`src/fbsf_pkg.sv`:
```
// Package for the frame buffer shape fill block: opcodes, register map,
// controller/datapath command and status types, coordinate clamp helper.
// No dependencies; the core, register block, sequencer, datapath and bench import it.
package fbsf_pkg;

   // drawing command opcodes
   localparam logic [2:0] OP_FILL   = 3'd0;
   localparam logic [2:0] OP_CLEAR  = 3'd1;
   localparam logic [2:0] OP_PIXEL  = 3'd2;
   localparam logic [2:0] OP_RECT   = 3'd3;
   localparam logic [2:0] OP_CIRCLE = 3'd4;
   localparam logic [2:0] OP_READ   = 3'd5;

   // scan kinds of the walk engine
   localparam logic [1:0] KIND_NONE  = 2'd0;
   localparam logic [1:0] KIND_RECT  = 2'd1;
   localparam logic [1:0] KIND_CIRC  = 2'd2;
   localparam logic [1:0] KIND_POINT = 2'd3;

   // register map: index is paddr[2]
   localparam int         CSR_ADDR_W = 3;
   localparam int         CSR_DATA_W = 32;
   localparam int         SIZE_W     = 7;
   localparam logic       CSR_WIDTH  = 1'b0;
   localparam logic       CSR_HEIGHT = 1'b1;
   localparam logic [SIZE_W-1:0] SIZE_RESET = 7'd64;

   localparam int         COORD_W      = 13;
   localparam int         RADIUS_W     = 7;
   localparam int         PIXEL_W      = 32;
   localparam logic [PIXEL_W-1:0] MAGENTA = 32'h00ff00ff;

   typedef struct packed {
      logic load;     // latch the accepted item
      logic prep;     // clamp bounds, square the radius
      logic start;    // seed the walk counters
      logic scan;     // emit one pixel and advance
      logic init;     // qualifies prep: clearing pass after reset
      logic respond;  // load the result register
   } fbsf_cmd_type;

   typedef struct packed {
      logic empty;    // nothing to walk
      logic last;     // current scan step is the final one
      logic busy;     // write/read pipeline still in flight
      logic rsp_full; // result register occupied and not taken this cycle
   } fbsf_stat_type;

   // clamp a signed coordinate to 0..hi
   function automatic logic [COORD_W-1:0] clamp_coord(input logic signed [COORD_W:0] v,
                                                      input logic [COORD_W-1:0] hi);
      logic [COORD_W-1:0] res;
      if (v[COORD_W]) begin
         res = '0;
      end else if (v[COORD_W-1:0] > hi) begin
         res = hi;
      end else begin
         res = v[COORD_W-1:0];
      end
      return res;
   endfunction

endpackage

```
`src/fbsf_ctrl.sv`:
```
// Sequencer of the frame buffer shape fill block: clearing pass after
// reset, then load, prepare, walk, drain and respond per item.
// Depends on fbsf_pkg.
module fbsf_ctrl (
   input  logic                    clock,
   input  logic                    reset,
   input  logic                    req_valid,
   output logic                    req_ready,
   input  fbsf_pkg::fbsf_stat_type stat,
   output fbsf_pkg::fbsf_cmd_type  cmd
);
   import fbsf_pkg::*;

   localparam logic [2:0] ST_IDLE  = 3'd0;
   localparam logic [2:0] ST_PREP  = 3'd1;
   localparam logic [2:0] ST_START = 3'd2;
   localparam logic [2:0] ST_SCAN  = 3'd3;
   localparam logic [2:0] ST_DRAIN = 3'd4;

   logic [2:0] state_ff, state_in;
   logic       init_ff, init_in;

   assign req_ready = (state_ff == ST_IDLE);

   always_comb begin
      state_in = state_ff;
      init_in  = init_ff;
      cmd      = '0;
      cmd.init = init_ff;
      unique case (state_ff)
         ST_IDLE: begin
            if (req_valid) begin
               cmd.load = 1'b1;
               state_in = ST_PREP;
            end
         end
         ST_PREP: begin
            cmd.prep = 1'b1;
            state_in = ST_START;
         end
         ST_START: begin
            cmd.start = 1'b1;
            state_in  = stat.empty ? ST_DRAIN : ST_SCAN;
         end
         ST_SCAN: begin
            cmd.scan = 1'b1;
            if (stat.last) begin
               state_in = ST_DRAIN;
            end
         end
         ST_DRAIN: begin
            // wait for the last write or read to leave the pipeline
            if (!stat.busy) begin
               if (init_ff) begin
                  init_in  = 1'b0;
                  state_in = ST_IDLE;
               end else if (!stat.rsp_full) begin
                  cmd.respond = 1'b1;
                  state_in    = ST_IDLE;
               end
            end
         end
         default: state_in = ST_IDLE;
      endcase
   end

   always_ff @(posedge clock) begin
      if (reset) begin
         state_ff <= ST_PREP;
         init_ff  <= 1'b1;
      end else begin
         state_ff <= state_in;
         init_ff  <= init_in;
      end
   end
endmodule

```
`config.mk`:
```
export PLATFORM = sky130hd
export DESIGN_NAME = fbsf_ctrl
export DESIGN_NICKNAME = d
export VERILOG_FILES = /design/src/fbsf_pkg.sv /design/src/fbsf_ctrl.sv
export SDC_FILE = /design/constraint.sdc
export NUM_CORES = 1
export LEC_CHECK = 0
export BUFFER_PORTS_ARGS = -buffer_cell sky130_fd_sc_hd__buf_4
export CORE_AREA = 2 2 39 41
export CTS_BUF_LIST = sky130_fd_sc_hd__clkbuf_8 sky130_fd_sc_hd__clkbuf_16
export CTS_CLUSTER_SIZE = 30
export DETAILED_ROUTE_END_ITERATION = 6
export DIE_AREA = 0 0 41 43
export SYNTH_ARGS = -nofsm -noshare
export SYNTH_HDL_FRONTEND = slang
export SYNTH_SLANG_ARGS = --single-unit
export TNS_END_PERCENT = 20
```
`constraint.sdc`:
```
create_clock -name clock -period 0.9 [get_ports clock]
set_input_delay 0.09 -clock clock [delete_from_list [all_inputs] [get_ports clock]]
set_output_delay 0.09 -clock clock [all_outputs]
set_load 0.01 [all_outputs]
```
After elaboration in Yosys (flattened, before gate mapping)
Index checks and enable logic that the tools add are counted.
{"block": "totals", "wordCells": 30, "in_bits": 7, "ff_bits": 4, "output_inout_bits": 7}
{"block": "op_classes", "reduce_logical": 3, "bitwise": 1, "muxes": 16, "n_eq_ne": 8}
{"op": "3-bit two-way mux", "n": 6}
{"op": "3-bit one-hot mux with 5 select lines", "n": 1}
{"op": "1-bit two-way mux", "n": 9}
{"op": "3-bit by 2-bit equality test with 1-bit output, second input constant", "n": 2}
{"op": "2-bit inequality test, second input constant", "n": 3}
{"op": "4-bit AND reduction", "n": 1}
{"op": "3-bit by 1-bit equality test with 1-bit output, second input constant", "n": 1}
{"op": "3-bit equality test, second input constant", "n": 1}
{"op": "3-bit logical NOT", "n": 1}
{"op": "3-bit inequality test, second input constant", "n": 1}
{"op": "2-bit AND reduction", "n": 1}
{"op": "1-bit inverter", "n": 1}

Longest topological paths before layout
Gate-level depths: netlist (run 1).
{"block": "depth", "depth_word": 4, "mapped_depth": 4, "mapped_depth_nobuf": 3}

Least setup slack after synthesis (run 1)
OpenSTA, ideal clock, no wires.
{"block": "synth_timing", "path_type": "flip-flop to output port", "startpoint": "register state_ff[0]", "endpoint": "output port cmd[5] (netlist name)", "t_arrival_ns": 0.987, "path_buffers": 1, "path_stages_with_launch": 4, "slack_ns": -0.177, "path_cell_list": "dfxtp_1 > buf_6 > nor3_1 > and2_1"}
{"item": "start: declaration", "line": "fbsf_ctrl.sv:20", "source": "logic [2:0] state_ff, state_in;"}
{"item": "start signal: assignment", "line": "fbsf_ctrl.sv:72", "source": "state_ff <= state_in;"}
{"item": "end: declaration", "line": "fbsf_ctrl.sv:10", "source": "output fbsf_pkg::fbsf_cmd_type cmd"}

==> summary.md, run 1 <==
| Metric | Value |
|---|---|
| Outcome | complete, but fails checks |
| Failing checks | setup timing |
| Worst hold margin | 81.5 ps |
| Area share of fa/ha/maj cells after synthesis | 0% |
| Number of max-cap violations | 0 |
| Crit end category | primary output |
| Slowest-stage cell, CP | dfxtp_4 |
| Die Y | 43 um |
| Placed cells | 59 |
| Peak supply drop | 0.695 mV |
| Setup ws final | -237 ps |
| Post-route setup TNS | -1350 ps |
| Minimum clock period | 1140 ps |
| Die area | 1760 sq um |
| Crit-path cells | nor2_4 -> nand3b_1 -> nor3_2 -> buf_4 |
| Remaining DRCs | 0 |
| # setup viols final | 9 |
| GRT overflow | 0 |
| Fin. Hold Viols | 0 |
| Finished Layout Cells | 66 |
| Initial Util | 18.5% |
| Synth Area in Compound Gates | 20.0% |
| Gr usage total | 8.73% |
| Worst Path Required | 810 ps |
| CP Class | reg -> out |
| Clk pwr share | 46.3% |
| Final setup skew | 2.08 ps |
| Register share of total power | 29.1% |
| Yosys cell types | 18 |
| Final Wtd Congestion | 0.698 |
| TritonCTS sink count | 4 |
| Worst-Skew Late Latency | 210 ps |
| I/O Pins | 14 |
| CTS Buffer Depth | 2 |
| Critical Path AT | 1050 ps |
| Clk pin slew, worst setup/hold paths | 30 ps |
| Routed wire length | 668 um |
| Vias per cell | 4.36 |
| Layout Nets | 59 |
| Post-Syn Instances | 31 |
| H-tree lvl count | 1 |
| Initial antenna violation count | 0 |
| Unrepaired setup endpoints after global routing | true |
| First-pass GRT wire length | 1.01 mm |
| Top Family by Delay on Critical Path | flip-flops |
| Mapped Area | 256 sq um |
| # port buffers | 13 |
| Largest family of logic cells by synthesized area | simple AND/OR/NAND/NOR gates |
| Commonest non-fill, non-tap cell in the layout | buf_4 |
| Internal | 592 uW |
| Combinational group share of total power | 24.6% |
| Sw Ratio | 25.2% |
| Slowest stage delay, CP | 360 ps |
| Synth Area in Simple Gates | 33.2% |
| Least-Margin Pin Slew | 229 ps |
| Routed Antenna Nets | 0 |
| Pin count of the biggest net entering global routing | 9 |
| Final period util | 126% |
| Seq/Total Area, Yosys | 31.2% |
| Fill cells | 147 |
| F_max | 879 MHz |
| CTS root buffer | clkbuf_8 |
| Static Leak | 0.215 nW |
| Initial DRC Count | 7 |
| Area Overhead vs Synth | 86.3% |
| Antenna Cells | 0 |
| Core area | 1380 sq um |
| YS warnings | 0 |
| Max Slew Vio Count | 0 |
| Worst hold path type | in -> reg |
| Rel. slew slack | 84.5% |
| Power per cell area | 1650 nW/um^2 |
| Ratio of cells with drive above 1 in the final layout | 62.0% |
| Most frequent cells in the layout | buf_4 (17), nor2_1 (3), clkbuf_8 (3), dfxtp_4 (3) |
| XOR/XNOR Fraction of Synth Area | 0% |
| CP Launch Type | flip-flop |
| DIE WIDTH | 41 um |
| CTS buffer count | 3 |
| Placement Setup Slack | -146 ps |
| Avg Synthesized Cell Area | 8.27 sq um |
| Critical path peak fanout | 4 |
| Mapped Nets | 38 |
| Synthesis-stage register bit count | 4 |
| Worst path bufs/invs | 1 |
| Vias in the first global route | 253 |
| Standard-cell row count | 14 |
| Total number of vias | 288 |
| CTS tree | built |
| NetSw | 199 uW |
| Mux share of post-synthesis cell area | 3.90% |
| Avg WL per Cell | 10.1 um |
| TritonRoute pass-1 iters | 4 |
[kinds of logic (layout without fill, tap and decap cells)]
logic type,Yosys count,count (layout)
simple gates,15,15
compound gates,6,6
buf+inv,5,24
flops,4,4
mux,1,1
[cell usage after synthesis]
cell type | instances | area share [%]
a21o_1 | 1 | 2.9
a21oi_1 | 2 | 3.9
and2_1 | 1 | 2.4
and2b_1 | 1 | 2.9
buf_4 | 1 | 2.9
buf_6 | 1 | 4.4
dfxtp_1 | 4 | 31
inv_1 | 3 | 4.4
mux2i_1 | 1 | 3.9
nand2b_1 | 1 | 2.4
nand3_1 | 1 | 1.9
nand3b_1 | 2 | 5.9
nor2_1 | 4 | 5.9
nor3_1 | 4 | 7.8
nor4bb_1 | 1 | 3.9
o21ai_0 | 1 | 1.9
o31ai_2 | 1 | 4.9
o32ai_2 | 1 | 6.3
[path summary, 6_finish.rpt]
check                                 from                        to  slack, ps  cells past startpoint
hold / removal                       reset  state_ff[1]$_SDFFE_PP0P_         80                      2
hold reg to reg       init_ff$_SDFFE_PP1P_      init_ff$_SDFFE_PP1P_        530                      1
setup reg to reg  state_ff[0]$_SDFFE_PP1P_      init_ff$_SDFFE_PP1P_       -180                      5
setup / recovery  state_ff[0]$_SDFFE_PP1P_                    cmd[0]       -240                      4
[worst register-to-register path: stages, from the launching register on]
cell	delay (ps)
dfxtp_4	360
nor2_4	110
nand3b_1	110
buf_4	150
buf_6	100
a21o_1	140
[registers in the layout, indices dropped and copies added, names as in the netlist]
name and flops:
init_ff 1, state_ff 3
[stage by stage]
stage	power (mW)	util (%)	area (sq um)
floorplan	0.326	-	277
global placement	0.395	27.7	383
detailed placement	0.395	27.7	383
CTS	0.787	33.5	463
global route	0.841	34.5	478
finish	0.791	34.5	478
[power groups by stage]
stage	clock network, mW	registers (mW)	logic [mW]
final	0.366	0.230	0.195
after global routing	0.393	0.233	0.215
after CTS	0.377	0.233	0.177
after detailed placement	0	0.233	0.162
after global placement	0	0.233	0.162
after floorplan	0	0.216	0.110
[final cells by class]
type                    count  area (sq um)  share of cell area (%)
multi-input cells          22           175                    36.6
clock buffers               3          41.3                    8.64
inverters                   3          11.3                    2.36
repair buffers             18           139                    29.1
well taps                  16          20.0                    4.19
flip-flops and latches      4          91.3                    19.1
[per-layer routing]
metal / GRT usage [%] / part of all wire (%)
met5: 0 / 0
met4: 8.00 / 0
met3: 3.14 / 9.3
met2: 12.2 / 52
met1: 9.62 / 39
[repair_timing]
action | 4_1_cts | 5_1_grt
gates resized for setup | 6 | 4
setup buffers | 3 | 1
hold buffers | 0 | 0
pin swaps | 1 | 2
setup endpoints to repair | 10 | 10
Note: power is estimated with default switching activity, not from simulation.
==> inputs of run 2 (changes only) <==
--- a/config.mk
+++ b/config.mk
@@ -5,12 +5,14 @@
 export SDC_FILE = /design/constraint.sdc
 export NUM_CORES = 1
 export LEC_CHECK = 0
+export ABC_AREA = 1
 export BUFFER_PORTS_ARGS = -buffer_cell sky130_fd_sc_hd__buf_4
 export CORE_AREA = 2 2 39 41
 export CTS_BUF_LIST = sky130_fd_sc_hd__clkbuf_8 sky130_fd_sc_hd__clkbuf_16
 export CTS_CLUSTER_SIZE = 30
 export DETAILED_ROUTE_END_ITERATION = 6
 export DIE_AREA = 0 0 41 43
+export HOLD_SLACK_MARGIN = 0.15
 export SYNTH_ARGS = -nofsm -noshare
 export SYNTH_HDL_FRONTEND = slang
 export SYNTH_SLANG_ARGS = --single-unit
==> summary.md, run 2 <==
| Metric | Value |
|---|---|
| Hold-critical path endpoint | state_ff[1]$_SDFFE_PP0P_ |
| Multi-input gate area | 229 sq um |
| Ys flop type | dfxtp_1 |
| Core area | 1380 sq um |
| Synth area leader | dfxtp_1 |
| CTS buffer count | 3 |
| Yosys cell types | 14 |
| Die area | 1760 sq um |
| Antenna Cells | 0 |
| DIE WIDTH | 41 um |
| Number of max-cap violations | 0 |
| Vias per cell | 4.23 |
| Mapped Nets | 62 |
| Min-delay src | stat[3] |
| Top-count cell post-synth | nand2_1 |
| Outcome | complete, but fails checks |
| Worst flop-to-flop path startpoint | state_ff[0]$_SDFFE_PP1P_ |
| Commonest non-fill, non-tap cell in the layout | buf_4 |
| Avg WL per Cell | 8.80 um |
| CTS tree | built |
| Critical path peak fanout | 5 |
| CP Class | reg -> out |
| Clk pwr share | 20.2% |
| Top cell type's share of synthesized area | 25.3% |
| Die Y | 43 um |
| Number of synthesized flops with an enable pin | 0 |
| Most frequent cells in the layout | buf_4 (21), nand2_1 (12), inv_1 (8) |
| Peak supply drop | 1.17 mV |
| Sw Ratio | 38.4% |
| TritonRoute pass-1 iters | 4 |
| Fin. Hold Viols | 0 |
| Final setup skew | 0.514 ps |
| Total number of vias | 419 |
| Power per cell area | 2870 nW/um^2 |
| First-pass GRT wire length | 1.55 mm |
| Ratio of cells with drive above 1 in the final layout | 60.2% |
| Post-Syn Instances | 55 |
| Static Leak | 0.355 nW |
| YS warnings | 0 |
| Most instantiated cells after synthesis | nand2_1 (13), inv_1 (11), nand3_1 (7), nor2_1 (7), dfxtp_1 (4) |
| Gr usage total | 13.3% |
| Minimum clock period | 1200 ps |
| Pin count of the biggest net entering global routing | 6 |
| Avg Synthesized Cell Area | 5.76 sq um |
| Remaining DRCs | 0 |
| Max reg flops | 3 |
| Register Area | 86.3 sq um |
| Area Overhead vs Synth | 104% |
| Worst-Skew Late Latency | 220 ps |
| Largest Register | state_ff |
| Setup ws final | -296 ps |
| Detailed Place HPWL | 618 um |
| CTS root buffer | clkbuf_8 |
| Register share of total power | 17.9% |
| Mapped Area | 317 sq um |
| Max Slew Vio Count | 0 |
| Seq/Total Area, Yosys | 25.3% |
| Async SR Flop Fraction | 0% |
| NetSw | 712 uW |
| Worst Path Required | 810 ps |
| Area contributors post-synth | dfxtp_1 (25%), nand2_1 (15%), inv_1 (13%), nand3_1 (11%), nor2_1 (8.3%) |
| Vias in the first global route | 391 |
| Final Wtd Congestion | 0.762 |
| Critical R2R Capture | state_ff[2]$_SDFFE_PP0P_ |
| Worst reg2reg setup slack | -150 ps |
| Initial Util | 22.9% |
| Initial antenna violation count | 0 |
| Crit end category | primary output |
| Clk pin slew, worst setup/hold paths | 30 ps |
| I/O Pins | 14 |
| Critical Path AT | 1110 ps |
| GRT overflow | 0 |
| Standard-cell row count | 14 |
| Initial DRC Count | 3 |
| # port buffers | 13 |
| Post-route setup TNS | -1680 ps |
| Rel. slew slack | 85.5% |
| Synthesis-stage register bit count | 4 |
| Count of cells along the worst hold path | 6 |
| Final period util | 133% |
| Combinational group share of total power | 61.9% |
| Routed wire length | 871 um |
| Routed Antenna Nets | 0 |
| Worst hold margin | 261 ps |
| CTS Buffer Depth | 2 |
| F_max | 836 MHz |
| Largest registers | state_ff x3, init_ff x1 |
| Worst hold path type | in -> reg |
| H-tree lvl count | 1 |
| Unrepaired setup endpoints after global routing | true |
| Internal | 1.14 mW |
| Layout Nets | 92 |
| Failing checks | setup timing |
| Fill cells | 146 |
| TritonCTS sink count | 4 |
| Worst-case reg-to-reg path depth | 6 |
| # setup viols final | 10 |
| Least-Margin Pin Slew | 217 ps |
| CP Launch Type | flip-flop |
==> run 2: how the worst max path moves through the flow <==
stage / start / endpoint / cells after the start
after floorplan: state_ff[0]$_SDFFE_PP1P_ / state_ff[2]$_SDFFE_PP0P_ / 7
after detailed placement: state_ff[2]$_SDFFE_PP0P_ / state_ff[2]$_SDFFE_PP0P_ / 7
final: state_ff[2]$_SDFFE_PP0P_ / cmd[0] / 5
after global routing: state_ff[1]$_SDFFE_PP0P_ / cmd[0] / 6
after global placement: state_ff[2]$_SDFFE_PP0P_ / state_ff[2]$_SDFFE_PP0P_ / 7
after CTS: state_ff[1]$_SDFFE_PP0P_ / cmd[0] / 6
==> run 2: power by group through the flow <==
stage / logic (mW) / registers (mW) / clock network [mW]
final: 1.15 / 0.332 / 0.374
after global routing: 1.25 / 0.345 / 0.399
after floorplan: 0.476 / 0.286 / 0
after CTS: 1.02 / 0.319 / 0.388
after detailed placement: 0.860 / 0.309 / 0
after global placement: 0.851 / 0.306 / 0
==> run 2: per-stage QoR <==
step / power, mW / area [sq um] / worst slack [ps] / cells / utilization [%]
detailed placement: 1.17 / 498 / -194 / 92 / 36.0
floorplan: 0.762 / 324 / -52.6 / 55 / -
global placement: 1.16 / 498 / -167 / 92 / 36.0
CTS: 1.72 / 603 / -274 / 99 / 43.6
global route: 2.00 / 646 / -388 / 99 / 46.7
finish: 1.85 / 646 / -296 / 99 / 46.7
==> run 2: logic make-up (layout without fill, tap and decap cells) <==
logic type             count (synthesis)  count (layout)  synth area share (%)
and+or+nand+nor                       36              36                  53.0
buffers and inverters                 14              42                  20.2
DFF                                    4               4                  25.3
AOI/OAI and AO/OA                      1               1                  1.58
==> run 2: final cells by class <==
class | count | area share [%]
clock buffers | 3 | 6.40
multi-input cells | 37 | 35.5
flip-flops and latches | 4 | 13.4
well taps | 16 | 3.10
repair buffers | 27 | 34.7
inverters | 12 | 6.98
==> run 2: per-layer routing <==
metal | global-route usage (%) | up-vias | wire length (um)
met2 | 19.4 | 8 | 446
li1 | - | 223 | -
met5 | 0 | - | 0
met3 | 4.71 | 3 | 39
met1 | 15.1 | 185 | 362
met4 | 10.0 | 0 | 22
==> run 2: critical path, stage by stage, from the launching register on <==
cell     delay (ps)
dfxtp_4         380
inv_2            60
nor2_2          120
nand2_1          90
nor3_2          100
buf_4           140
==> run 2: timing repair <==
action / CTS / global route
setup buffers: 3 / 0
hold buffers: 1 / 0
pin swaps: 2 / 2
setup endpoints to repair: 10 / 11
resized for setup: 12 / 10
hold endpoints to repair: 4 / 0
