### src/fbsf_pkg.sv
// Package for the frame buffer shape fill block: opcodes, register map,
// controller/datapath command and status types, coordinate clamp helper.
// No dependencies; the core, register block, sequencer, datapath and bench import it.
package fbsf_pkg;

   // drawing command opcodes
   localparam logic [2:0] OP_FILL   = 3'd0;
   localparam logic [2:0] OP_CLEAR  = 3'd1;
   localparam logic [2:0] OP_PIXEL  = 3'd2;
   localparam logic [2:0] OP_RECT   = 3'd3;
   localparam logic [2:0] OP_CIRCLE = 3'd4;
   localparam logic [2:0] OP_READ   = 3'd5;

   // scan kinds of the walk engine
   localparam logic [1:0] KIND_NONE  = 2'd0;
   localparam logic [1:0] KIND_RECT  = 2'd1;
   localparam logic [1:0] KIND_CIRC  = 2'd2;
   localparam logic [1:0] KIND_POINT = 2'd3;

   // register map: index is paddr[2]
   localparam int         CSR_ADDR_W = 3;
   localparam int         CSR_DATA_W = 32;
   localparam int         SIZE_W     = 7;
   localparam logic       CSR_WIDTH  = 1'b0;
   localparam logic       CSR_HEIGHT = 1'b1;
   localparam logic [SIZE_W-1:0] SIZE_RESET = 7'd64;

   localparam int         COORD_W      = 13;
   localparam int         RADIUS_W     = 7;
   localparam int         PIXEL_W      = 32;
   localparam logic [PIXEL_W-1:0] MAGENTA = 32'h00ff00ff;

   typedef struct packed {
      logic load;     // latch the accepted item
      logic prep;     // clamp bounds, square the radius
      logic start;    // seed the walk counters
      logic scan;     // emit one pixel and advance
      logic init;     // qualifies prep: clearing pass after reset
      logic respond;  // load the result register
   } fbsf_cmd_type;

   typedef struct packed {
      logic empty;    // nothing to walk
      logic last;     // current scan step is the final one
      logic busy;     // write/read pipeline still in flight
      logic rsp_full; // result register occupied and not taken this cycle
   } fbsf_stat_type;

   // clamp a signed coordinate to 0..hi
   function automatic logic [COORD_W-1:0] clamp_coord(input logic signed [COORD_W:0] v,
                                                      input logic [COORD_W-1:0] hi);
      logic [COORD_W-1:0] res;
      if (v[COORD_W]) begin
         res = '0;
      end else if (v[COORD_W-1:0] > hi) begin
         res = hi;
      end else begin
         res = v[COORD_W-1:0];
      end
      return res;
   endfunction

endpackage

### src/fbsf_csr.sv
// APB-style register block: buffer width and height, with the sizes in
// use clamped to 1..MAX. Depends on fbsf_pkg.
module fbsf_csr #(
   parameter int MAX_WIDTH  = 64,
   parameter int MAX_HEIGHT = 64,
   localparam int XW = $clog2(MAX_WIDTH + 1),
   localparam int YW = $clog2(MAX_HEIGHT + 1)
) (
   input  logic                                clock,
   input  logic                                reset,
   input  logic                                psel,
   input  logic                                penable,
   input  logic                                pwrite,
   input  logic [fbsf_pkg::CSR_ADDR_W-1:0]     paddr,
   input  logic [fbsf_pkg::CSR_DATA_W-1:0]     pwdata,
   output logic [fbsf_pkg::CSR_DATA_W-1:0]     prdata,
   output logic                                pready,
   output logic [XW-1:0]                       w_eff,
   output logic [YW-1:0]                       h_eff
);
   import fbsf_pkg::*;

   logic [SIZE_W-1:0] width_ff, width_in;
   logic [SIZE_W-1:0] height_ff, height_in;
   logic              reg_sel;
   logic              wr_en;

   assign pready  = 1'b1;
   assign reg_sel = paddr[2];
   assign wr_en   = psel && penable && pwrite;

   always_comb begin
      width_in  = width_ff;
      height_in = height_ff;
      if (wr_en) begin
         unique case (reg_sel)
            CSR_WIDTH:  width_in  = pwdata[SIZE_W-1:0];
            CSR_HEIGHT: height_in = pwdata[SIZE_W-1:0];
            default:    ;
         endcase
      end
   end

   always_ff @(posedge clock) begin
      if (reset) begin
         width_ff  <= SIZE_RESET;
         height_ff <= SIZE_RESET;
      end else begin
         width_ff  <= width_in;
         height_ff <= height_in;
      end
   end

   always_comb begin
      unique case (reg_sel)
         CSR_WIDTH:  prdata = CSR_DATA_W'(width_ff);
         CSR_HEIGHT: prdata = CSR_DATA_W'(height_ff);
         default:    prdata = '0;
      endcase
   end

   // zero acts as one, anything above the store size acts as the maximum
   always_comb begin
      if (width_ff == '0) begin
         w_eff = XW'(1);
      end else if (int'(width_ff) > MAX_WIDTH) begin
         w_eff = XW'(MAX_WIDTH);
      end else begin
         w_eff = XW'(width_ff);
      end
      if (height_ff == '0) begin
         h_eff = YW'(1);
      end else if (int'(height_ff) > MAX_HEIGHT) begin
         h_eff = YW'(MAX_HEIGHT);
      end else begin
         h_eff = YW'(height_ff);
      end
   end
endmodule

### config.mk
export PLATFORM = sky130hd
export DESIGN_NAME = fbsf_csr
export DESIGN_NICKNAME = d
export VERILOG_FILES = /design/src/fbsf_pkg.sv /design/src/fbsf_csr.sv
export SDC_FILE = /design/constraint.sdc
export NUM_CORES = 1
export LEC_CHECK = 0
export ABC_AREA = 1
export BUFFER_PORTS_ARGS = -buffer_cell sky130_fd_sc_hd__buf_2
export CAP_MARGIN = 20
export CORE_AREA = 2 2 55 57
export CTS_CLUSTER_SIZE = 8
export DETAILED_ROUTE_END_ITERATION = 10
export DIE_AREA = 0 0 57 59
export PLACE_DENSITY_LB_ADDON = 0.12
export SKIP_CTS_REPAIR_TIMING = 1
export SYNTH_ARGS = -nofsm -noshare
export SYNTH_HDL_FRONTEND = slang
export SYNTH_SLANG_ARGS = --single-unit
### constraint.sdc
create_clock -name clock -period 1.1 [get_ports clock]
set_clock_uncertainty 0.15 [all_clocks]
set_input_delay 0.22 -clock clock [delete_from_list [all_inputs] [get_ports clock]]
set_output_delay 0.22 -clock clock [all_outputs]
set_load 0.01 [all_outputs]
## Word level (Yosys, flattened, before mapping)

Index checks and enable logic that the tools add are counted.

| storage, ports and cells | value |
|---|---|
| register bits | 14 |
| input bits | 40 |
| output and inout bits | 47 |
| logic and storage cells | 16 |

| cells by class | value |
|---|---|
| $lt $le $gt $ge | 2 |
| mux-type cells | 5 |
| bitwise logic cells | 1 |
| reductions and logical operators | 6 |

Operator list:

| cell | number |
|---|---|
| $pmux W32 S2 | 1 |
| $mux W7 | 4 |
| $gt A7 B7 Y1 const B | 2 |
| $logic_not A7 Y1 | 2 |
| $reduce_and A2 Y1 | 2 |
| $logic_and A1 B1 Y1 | 2 |
| $not A1 Y1 | 1 |

## Logic depth before layout (Yosys ltp)

Gate-level depths: netlist of run 1.

| depth | value |
|---|---|
| depth in word-level cells | 3 |
| mapped depth | 6 |
| mapped depth without buffers | 5 |

## Least setup slack after synthesis of run 1

Ideal clock, no wire load.

| path | value |
|---|---|
| kind | reg2out |
| start point | register height_ff[2] |
| end point | output port h_eff[1] |
| arrival | 0.802 ns |
| data required time | 0.730 ns |
| path slack | -0.072 ns |
| stages on the path, launching flop included | 6 |
| path buffers | 0 |
| cells stage by stage | dfxtp_1 nor2_1 nand3_1 nand2_1 inv_1 nor2_1 |

| between the ends | value |
|---|---|
| longest elaborated chain between the ends | 3 |
| elaborated cells on any way between the ends | 4 |
| classes of those cells | order compare: 1; mux: 2; reduce/logical: 1 |

Ends and longest elaborated chain:

| what | line | text |
|---|---|---|
| from (decl) | fbsf_csr.sv:24 | `logic [SIZE_W-1:0] height_ff, height_in;` |
| from (signal assigned) | fbsf_csr.sv:50 | `height_ff <= height_in;` |
| $gt A7 B7 Y1 | fbsf_csr.sv:73 | `end else if (int'(height_ff) > MAX_HEIGHT) begin` |
| $mux W7 | fbsf_csr.sv:73 |  |
| $mux W7 (*) | fbsf_csr.sv:71 | `if (height_ff == '0) begin` |
| to (decl) | fbsf_csr.sv:19 | `output logic [YW-1:0] h_eff` |

Mark *: on every way between the ends. The rest lies on a longest branch, timed or not.

## Worst setup path in the final report of run 1

| path | value |
|---|---|
| start point | register width_ff[2] |
| end point | output port w_eff[3] |

| between the ends | value |
|---|---|
| longest elaborated chain between the ends | 3 |
| elaborated cells on any way between the ends | 4 |
| classes of those cells | order compare: 1; mux: 2; reduce/logical: 1 |

Ends and longest elaborated chain:

| what | line | text |
|---|---|---|
| from (decl) | fbsf_csr.sv:23 | `logic [SIZE_W-1:0] width_ff, width_in;` |
| from (signal assigned) | fbsf_csr.sv:49 | `width_ff <= width_in;` |
| $gt A7 B7 Y1 | fbsf_csr.sv:66 | `end else if (int'(width_ff) > MAX_WIDTH) begin` |
| $mux W7 | fbsf_csr.sv:66 |  |
| $mux W7 (*) | fbsf_csr.sv:64 | `if (width_ff == '0) begin` |
| to (decl) | fbsf_csr.sv:18 | `output logic [XW-1:0] w_eff,` |

Marked as above.

==> impl_results.md, run 1 <==
* Status: finished with violations
* Failing checks: setup timing
* Setup violators final at 21
* Critical path arrival at 1.17 ns
* Core Area at 2710 um2
* RSZ-0062 raised after global routing: true
* Setup TNS at -6.83 ns
* Hold path cells at 3
* Max VDD drop at 637 uV
* Clk buf depth at 2
* Hpwl dp at 2060 um
* Vias per Instance at 4.31
* Synth Instances at 171
* Number of global-route vias before repair at 945
* Avg Cell Area, Syn at 5.99 um2
* Post-synthesis cell area at 1020 um2
* Netlist cell types at 16
* R2R depth at 4
* Kind of start point of the critical path: flop
* Clk slew on worst S/H paths at 0.08 ns
* First-pass GRT wire length at 3850 um
* Post-route clock period utilization at 1.40
* Fin. Hold Viols at 0
* Seq/Total Area, Yosys at 0.274
* P&R area growth vs syn at 54.7%
* Die area at 3360 um2
* Synth warnings at 0
* FP Rows at 19
* Initial Util at 0.378
* Chip width at 57 um
* Placer Congestion at 0.826
* GRT Overall Usage at 0.144
* IO Count at 87
* CTS sink cnt at 14
* Cell Area, Placed at 1350 um2
* Largest net degree at the start of global routing at 18
* Max cap viols at 0
* Wire per inst at 9.69 um
* Design Area, Final at 1590 um2
* GRT overflow at 0
* Layout cells sized above 1 at 0.487
* Number of DRC markers in iteration 0 at 27
* Critical path fanouts, max at 3
* Htree depth at 1
* Die Y at 59 um
* Register bit total from synthesis at 14
* Nets at 267
* WS Path Type: reg2out
* DRT Pass-1 Iters at 4
* Antenna violations before repair at 0
* Clock root cell: clkbuf_4
* PwrDens at 825 nW/um2
* Port bufs at 33
* Max Clk Rate at 648 MHz
* Routed Antenna Nets at 0
* Slew Limit Fails at 0
* LEAKAGE at 0.824 nW
* Fin worst setup slack at -0.443 ns
* Total number of vias at 1107
* Worst Hold Class: in2reg
* DRC Markers at 0
* Final worst path period need at 1.54 ns
* Insertion delay to the later sink of the worst-skew pair at 0.28 ns
* Critical Path RT at 0.73 ns
* CTS tree: yes
* Worst Setup End Kind: primary output
* Drt total wl at 2490 um
* CTS Buf Count at 3
* Diodes inserted at 0
## flip-flops by register name, indices dropped and copies added (netlist names)
signal / cells
height_ff: 7
width_ff: 7
## cell families after synthesis
| logic type | after synthesis | share of synthesized area |
|---|---|---|
| simple gates | 93 | 0.381 |
| buf+inv | 54 | 0.299 |
| flops | 14 | 0.274 |
| compound gates | 8 | 0.0391 |
| other cells | 2 | 0.00733 |
## report_power, final
part	total, mW	internal [mW]	switching (mW)
Sequential	0.546	0.525	0.0220
Combinational	0.398	0.169	0.229
Clock	0.364	0.202	0.162
## cells in the mapped netlist
library cell | instances | area (um2)
nor2_1 | 41 | 154
nand2_1 | 30 | 113
buf_4 | 27 | 203
inv_1 | 21 | 78.8
nand3_1 | 17 | 85.1
dfxtp_1 | 14 | 280
o21ai_0 | 8 | 40.0
clkbuf_1 | 3 | 11.3
buf_2 | 2 | 10.0
conb_1 | 2 | 7.51
inv_2 | 1 | 3.75
nand3_2 | 1 | 10.0
nand4_1 | 1 | 6.26
nor2_2 | 1 | 6.26
nor2_4 | 1 | 11.3
nor3_1 | 1 | 5.00
## routing by layer
layer	up-vias	global-route usage	part of all wire
met5	-	0	0
met4	0	0.0498	0.014
met3	4	0.0218	0.065
met2	49	0.243	0.45
met1	479	0.190	0.47
li1	575	-	-
## layout make-up
| type | count | area [um2] |
|---|---|---|
| Fill cell | 277 | 1120 |
| Sequential cell | 14 | 303 |
| Clock buffer | 4 | 36.3 |
| Timing Repair Buffer | 59 | 464 |
| Inverter | 22 | 92.6 |
| Multi-Input combinational cell | 127 | 651 |
| Tap cell | 31 | 38.8 |
## stage by stage
step	power (mW)	std cells	worst slack, ns	hold WS (ns)	utilization
final	1.31	257	-0.443	0.0371	0.585
after global routing	1.39	257	-0.524	0.0434	0.585
after CTS	1.25	255	-0.503	0.0265	0.512
after detailed placement	0.889	251	-0.182	0.321	0.499
after global placement	0.883	251	-0.165	0.318	0.499
after floorplan	0.828	195	-0.0446	0.196	-
## worst paths after layout
kind / startpoint / end / slack, ns
max: width_ff[2] / w_eff[3] / -0.44
min: pwdata[6] / width_ff[6] / 0.04
max reg2reg: height_ff[2] / height_ff[2] / 0.12
min reg2reg: height_ff[6] / height_ff[6] / 0.41
## worst max-delay path, stage by stage, from the launching register on
cell and delay [ns]:
dfxtp_2 0.34, nor2_4 0.12, nand3_2 0.08, nand2_2 0.10, inv_4 0.06, nor2_4 0.10
buf_6 0.10
## cell usage in the layout, fill, tap and decap left out, types with 2 or more instances in the layout
cell / count
o21ai_0: 2
dfxtp_4: 2
nand2_1: 26
buf_6: 19
nor2_2: 3
nor2_1: 27
nand3_1: 15
o21ai_1: 4
clkbuf_4: 3
nand2_2: 4
nand3_2: 3
buf_2: 25
conb_1: 26
nor2_4: 13
inv_2: 4
buf_4: 14
dfxtp_2: 12
inv_4: 4
o21ai_2: 2
inv_1: 14
No activity file was read; power rests on OpenSTA's default activity.
==> inputs of run 2 (changes only) <==
Settings changed: CELL_PAD_IN_SITES_DETAIL_PLACEMENT set to 0, CELL_PAD_IN_SITES_GLOBAL_PLACEMENT set to 2, CORE_AREA 2 2 55 57 to 2 2 81 83, DIE_AREA 0 0 57 59 to 0 0 83 85.
==> impl_results.md, run 2 (synthesis results as in run 1) <==
* Clk pwr share at 0.292
* Core Area at 6200 um2
* FF-to-FF End: width_ff[6]
* Clock root cell: clkbuf_8
* Fin. Hold Viols at 0
* Max cap viols at 0
* Chip width at 83 um
* Critical path arrival at 1.12 ns
* Vias per Instance at 3.61
* DRT Pass-1 Iters at 4
* Power share of the combinational group at 0.306
* Max Clk Rate at 669 MHz
* FP Rows at 29
* Final worst path period need at 1.49 ns
* GRT overflow at 0
* Initial Util at 0.165
* Worst hold endpoint: height_ff[6]
* Largest stage delay, worst path at 0.36 ns
* Hpwl dp at 2580 um
* WS Path Type: reg2out
* CTS sink cnt at 14
* Total number of vias at 1105
* IO Count at 87
* Largest net degree at the start of global routing at 16
* Failing checks: setup timing
* Setup TNS at -5.65 ns
* Crit. path cell count at 6
* Highest-count cells in the layout ignoring fill and taps: nor2_1, nand2_1, conb_1
* Wire per inst at 9.95 um
* Int Power at 0.948 mW
* Clk slew on worst S/H paths at 0.05 ns
* Switching share of power at 0.304
* Critical path fanouts, max at 4
* RSZ-0062 raised after global routing: true
* Die Y at 85 um
* Placer Congestion at 0.694
* Critical path's top delay family: flip-flops
* Worst reg2reg setup slack at 0.11 ns
* Reg2reg start: width_ff[6]
* Insertion delay to the later sink of the worst-skew pair at 0.24 ns
* Layout cells sized above 1 at 0.511
* GRT Overall Usage at 0.0845
* Worst Hold Class: in2reg
* R2R depth at 4
* Htree depth at 1
* Drt total wl at 3050 um
* Post-route clock period utilization at 1.36
* Setup violators final at 21
* Number of global-route vias before repair at 1065
* Worst Setup End Kind: primary output
* CP max-delay cell: dfxtp_4
* Number of DRC markers in iteration 0 at 48
* Slew Limit Fails at 0
* Status: finished with violations
* Diodes inserted at 0
* Kind of start point of the critical path: flop
* CTS tree: yes
* DRC Markers at 0
* Multi-input gate area at 644 um2
* Die area at 7060 um2
* Layout filler cell count at 709
* First-pass GRT wire length at 4780 um
* Antenna violations before repair at 0
* Top Registers: height_ff x7, width_ff x7
* Fin util at 0.273
* CP Cell Sequence: nor2_2, nand3_2, nand2_2, inv_4, nor2_4, buf_6
* Routed Antenna Nets at 0
* Critical Path RT at 0.73 ns
* Hold path cells at 3
* Worst Hold Launch: pwdata[6]
* LEAKAGE at 0.843 nW
* PwrDens at 805 nW/um2
* Fin worst setup slack at -0.395 ns
* Clk buf depth at 2
* Max VDD drop at 267 uV
* Sequential power share at 0.402
* P&R area growth vs syn at 65.2%
* Bufs and invs on worst path at 2
* Psw at 0.414 mW
* Most common cell after layout, fill and taps aside: nor2_1
* Port bufs at 33
* Sequential cell area at 303 um2
* Nets at 271
* CTS Buf Count at 3
[run 2: how the worst max path moves through the flow]
stage	from	slack, ns	end
floorplan	height_ff[3]	-0.04	h_eff[1]
global placement	height_ff[4]	-0.19	h_eff[1]
detailed placement	height_ff[4]	-0.20	h_eff[1]
CTS	height_ff[4]	-0.46	h_eff[1]
global route	width_ff[2]	-0.47	w_eff[1]
finish	height_ff[4]	-0.39	h_eff[1]
[run 2: per-layer routing]
metal / global-route usage / up-vias / part of all wire
met5: 0 / - / 0
met4: 0.0492 / 0 / 0.029
met3: 0.0185 / 7 / 0.068
met2: 0.132 / 50 / 0.44
met1: 0.107 / 468 / 0.46
li1: - / 580 / -
[run 2: per-stage QoR]
step | hold WS (ns) | setup slack (ns) | power [mW] | cell area [um2] | std cells
6_report | 0.0798 | -0.395 | 1.36 | 1690 | 306
5_1_grt | 0.107 | -0.470 | 1.45 | 1690 | 306
4_1_cts | 0.0744 | -0.463 | 1.31 | 1480 | 301
3_5_place_dp | 0.326 | -0.196 | 0.914 | 1440 | 298
2_1_floorplan | 0.196 | -0.0446 | 0.828 | 1180 | 195
3_3_place_gp | 0.323 | -0.187 | 0.912 | 1440 | 298
[run 2: worst register-to-register path, cell delays in order (launching register included)]
cell and delay, ns:
dfxtp_2 0.33, buf_6 0.12, buf_4 0.12, o21ai_0 0.06, nand3_1 0.09
[run 2: power by group through the flow]
stage               Sequential, mW  Combinational [mW]  Clock (mW)
CTS                          0.541               0.363       0.410
global route                 0.549               0.460       0.439
global placement             0.551               0.361           0
detailed placement           0.551               0.363           0
finish                       0.547               0.417       0.398
floorplan                    0.553               0.275           0
[run 2: area by class of cell]
type,count,area share
clock buffers,3,0.0244
inverters,22,0.0532
multi-input cells,127,0.381
flip-flops and latches,14,0.179
well taps,77,0.0569
repair buffers,63,0.306
==> inputs of run 3 (changes only) <==
Settings changed: PLACE_DENSITY set to 0.89, PLACE_DENSITY_LB_ADDON 0.12 to not set.
==> impl_results.md, run 3 (synthesis results as in run 1) <==
* Power share of the combinational group at 0.283
* M1 wire length at 1220 um
* Worst reg2reg setup slack at 0.07 ns
* Status: finished with violations
* Routed met2 length at 1140 um
* Core Area at 6200 um2
* Worst Hold Launch: pwdata[6]
* Design Area, Final at 1710 um2
* Failing checks: setup timing
* Insertion delay to the later sink of the worst-skew pair at 0.24 ns
* Most common cell after layout, fill and taps aside: nor2_1
* FF-to-FF End: height_ff[6]
* Post-Layout Cell Count at 305
* CTS Buf Count at 3
* Largest stage delay, worst path at 0.36 ns
* Diodes inserted at 0
* First-pass GRT wire length at 4150 um
* Layout cells sized above 1 at 0.504
* WS Path Type: reg2out
* Nets at 269
* Fin worst setup slack at -0.415 ns
* Switching share of power at 0.294
* Highest-count cells in the layout ignoring fill and taps: nor2_1, conb_1, nand2_1
* Kind of start point of the critical path: flop
* Drt total wl at 2690 um
* CTS tree: yes
* Sequential power share at 0.377
* Clock root cell: clkbuf_8
* DRT Pass-1 Iters at 4
* Met3 wire len at 267 um
* R2R depth at 4
* LEAKAGE at 0.844 nW
* Top Registers: height_ff x7, width_ff x7
* Crit path from: height_ff[4]
* Top layer in use: met4
* DP Worst Slack at -0.193 ns
* Max cap viols at 0
* DRC Markers at 0
* GRT Overall Usage at 0.0736
* Power Total at 1.44 mW
* PwrDens at 843 nW/um2
* Chip width at 83 um
* Critical path fanouts, max at 4
* Initial Util at 0.165
* CTS sink cnt at 14
* IO Count at 87
* Clk buf depth at 2
* CP max-delay cell: dfxtp_4
* Slew Limit Fails at 0
* Vias per Instance at 3.56
* Critical Path RT at 0.73 ns
* Worst Hold Class: in2reg
* Bufs and invs on worst path at 2
* Critical path arrival at 1.15 ns
* Post-route clock period utilization at 1.38
* GRT overflow at 0
* Routed Antenna Nets at 0
* Htree depth at 1
* Final worst path period need at 1.52 ns
* FP Rows at 29
* Setup violators final at 21
* Placer Congestion at 0.756
* Die area at 7060 um2
* Cells after DPL at 295
* CP Cell Sequence: nor2_2, nand3_2, nand2_2, inv_4, nor2_4, buf_6
* Reg2reg start: height_ff[6]
* Worst hold endpoint: height_ff[6]
* Critical path's top delay family: simple AND/OR/NAND/NOR gates
* Clk pwr share at 0.340
* Total number of vias at 1086
* Wire per inst at 8.83 um
* RSZ-0062 raised after global routing: true
* Hold path cells at 3
* Psw at 0.423 mW
* Int Power at 1.02 mW
* Hpwl dp at 2250 um
* Die Y at 85 um
* Port bufs at 33
* Cell Area, Placed at 1410 um2
* Worst Setup End Kind: primary output
* Max VDD drop at 349 uV
* Largest net degree at the start of global routing at 16
* Number of global-route vias before repair at 933
* Number of DRC markers in iteration 0 at 63
* Fin. Hold Viols at 0
* Clk slew on worst S/H paths at 0.06 ns
* Antenna violations before repair at 0
* Max Clk Rate at 660 MHz
* P&R area growth vs syn at 66.5%
-- run 3: cell types whose count changed in the layout (fill, tap and decap cells not counted), sizes merged --
cell	before	now
buf	62	60
clkbuf	4	5
-- run 3: per-stage QoR --
| step | hold WS, ns | utilization | TNS, ns |
|---|---|---|---|
| after floorplan | 0.196 | - | -0.148 |
| after global placement | 0.322 | 0.227 | -2.34 |
| after detailed placement | 0.321 | 0.227 | -2.57 |
| after CTS | 0.0754 | 0.236 | -6.85 |
| after global routing | 0.102 | 0.275 | -7.05 |
| final | 0.0690 | 0.275 | -5.94 |
-- run 3: layout make-up --
cell class | instances | area (um2)
fill | 675 | 4500
multi-input combinational | 127 | 641
clock buffer | 4 | 55.1
sequential | 14 | 305
timing repair buffer | 61 | 512
inverter | 22 | 97.6
tap | 77 | 96.3
-- run 3: power by group through the flow --
stage | clock, mW | sequential (mW) | combinational (mW)
finish | 0.489 | 0.543 | 0.407
global route | 0.522 | 0.545 | 0.450
CTS | 0.500 | 0.541 | 0.339
global placement | 0 | 0.550 | 0.337
floorplan | 0 | 0.553 | 0.275
detailed placement | 0 | 0.552 | 0.339
-- run 3: metal layers --
layer  GRT usage  vias to the layer above
met2       0.105                       53
met4      0.0447                        0
li1            -                      583
met1      0.0976                      445
met3      0.0214                        5
met5           0                        -
-- run 3: worst max-delay path by stage --
stage,end,cells after the start
final,h_eff[1],6
after CTS,h_eff[1],6
after detailed placement,h_eff[1],6
after global routing,w_eff[3],6
after global placement,h_eff[1],6
after floorplan,h_eff[1],5
-- run 3: tightest hold or removal path, cell delays in order --
cell and delay, ns:
buf_2 0.10, nand2_1 0.05, nand3_1 0.06
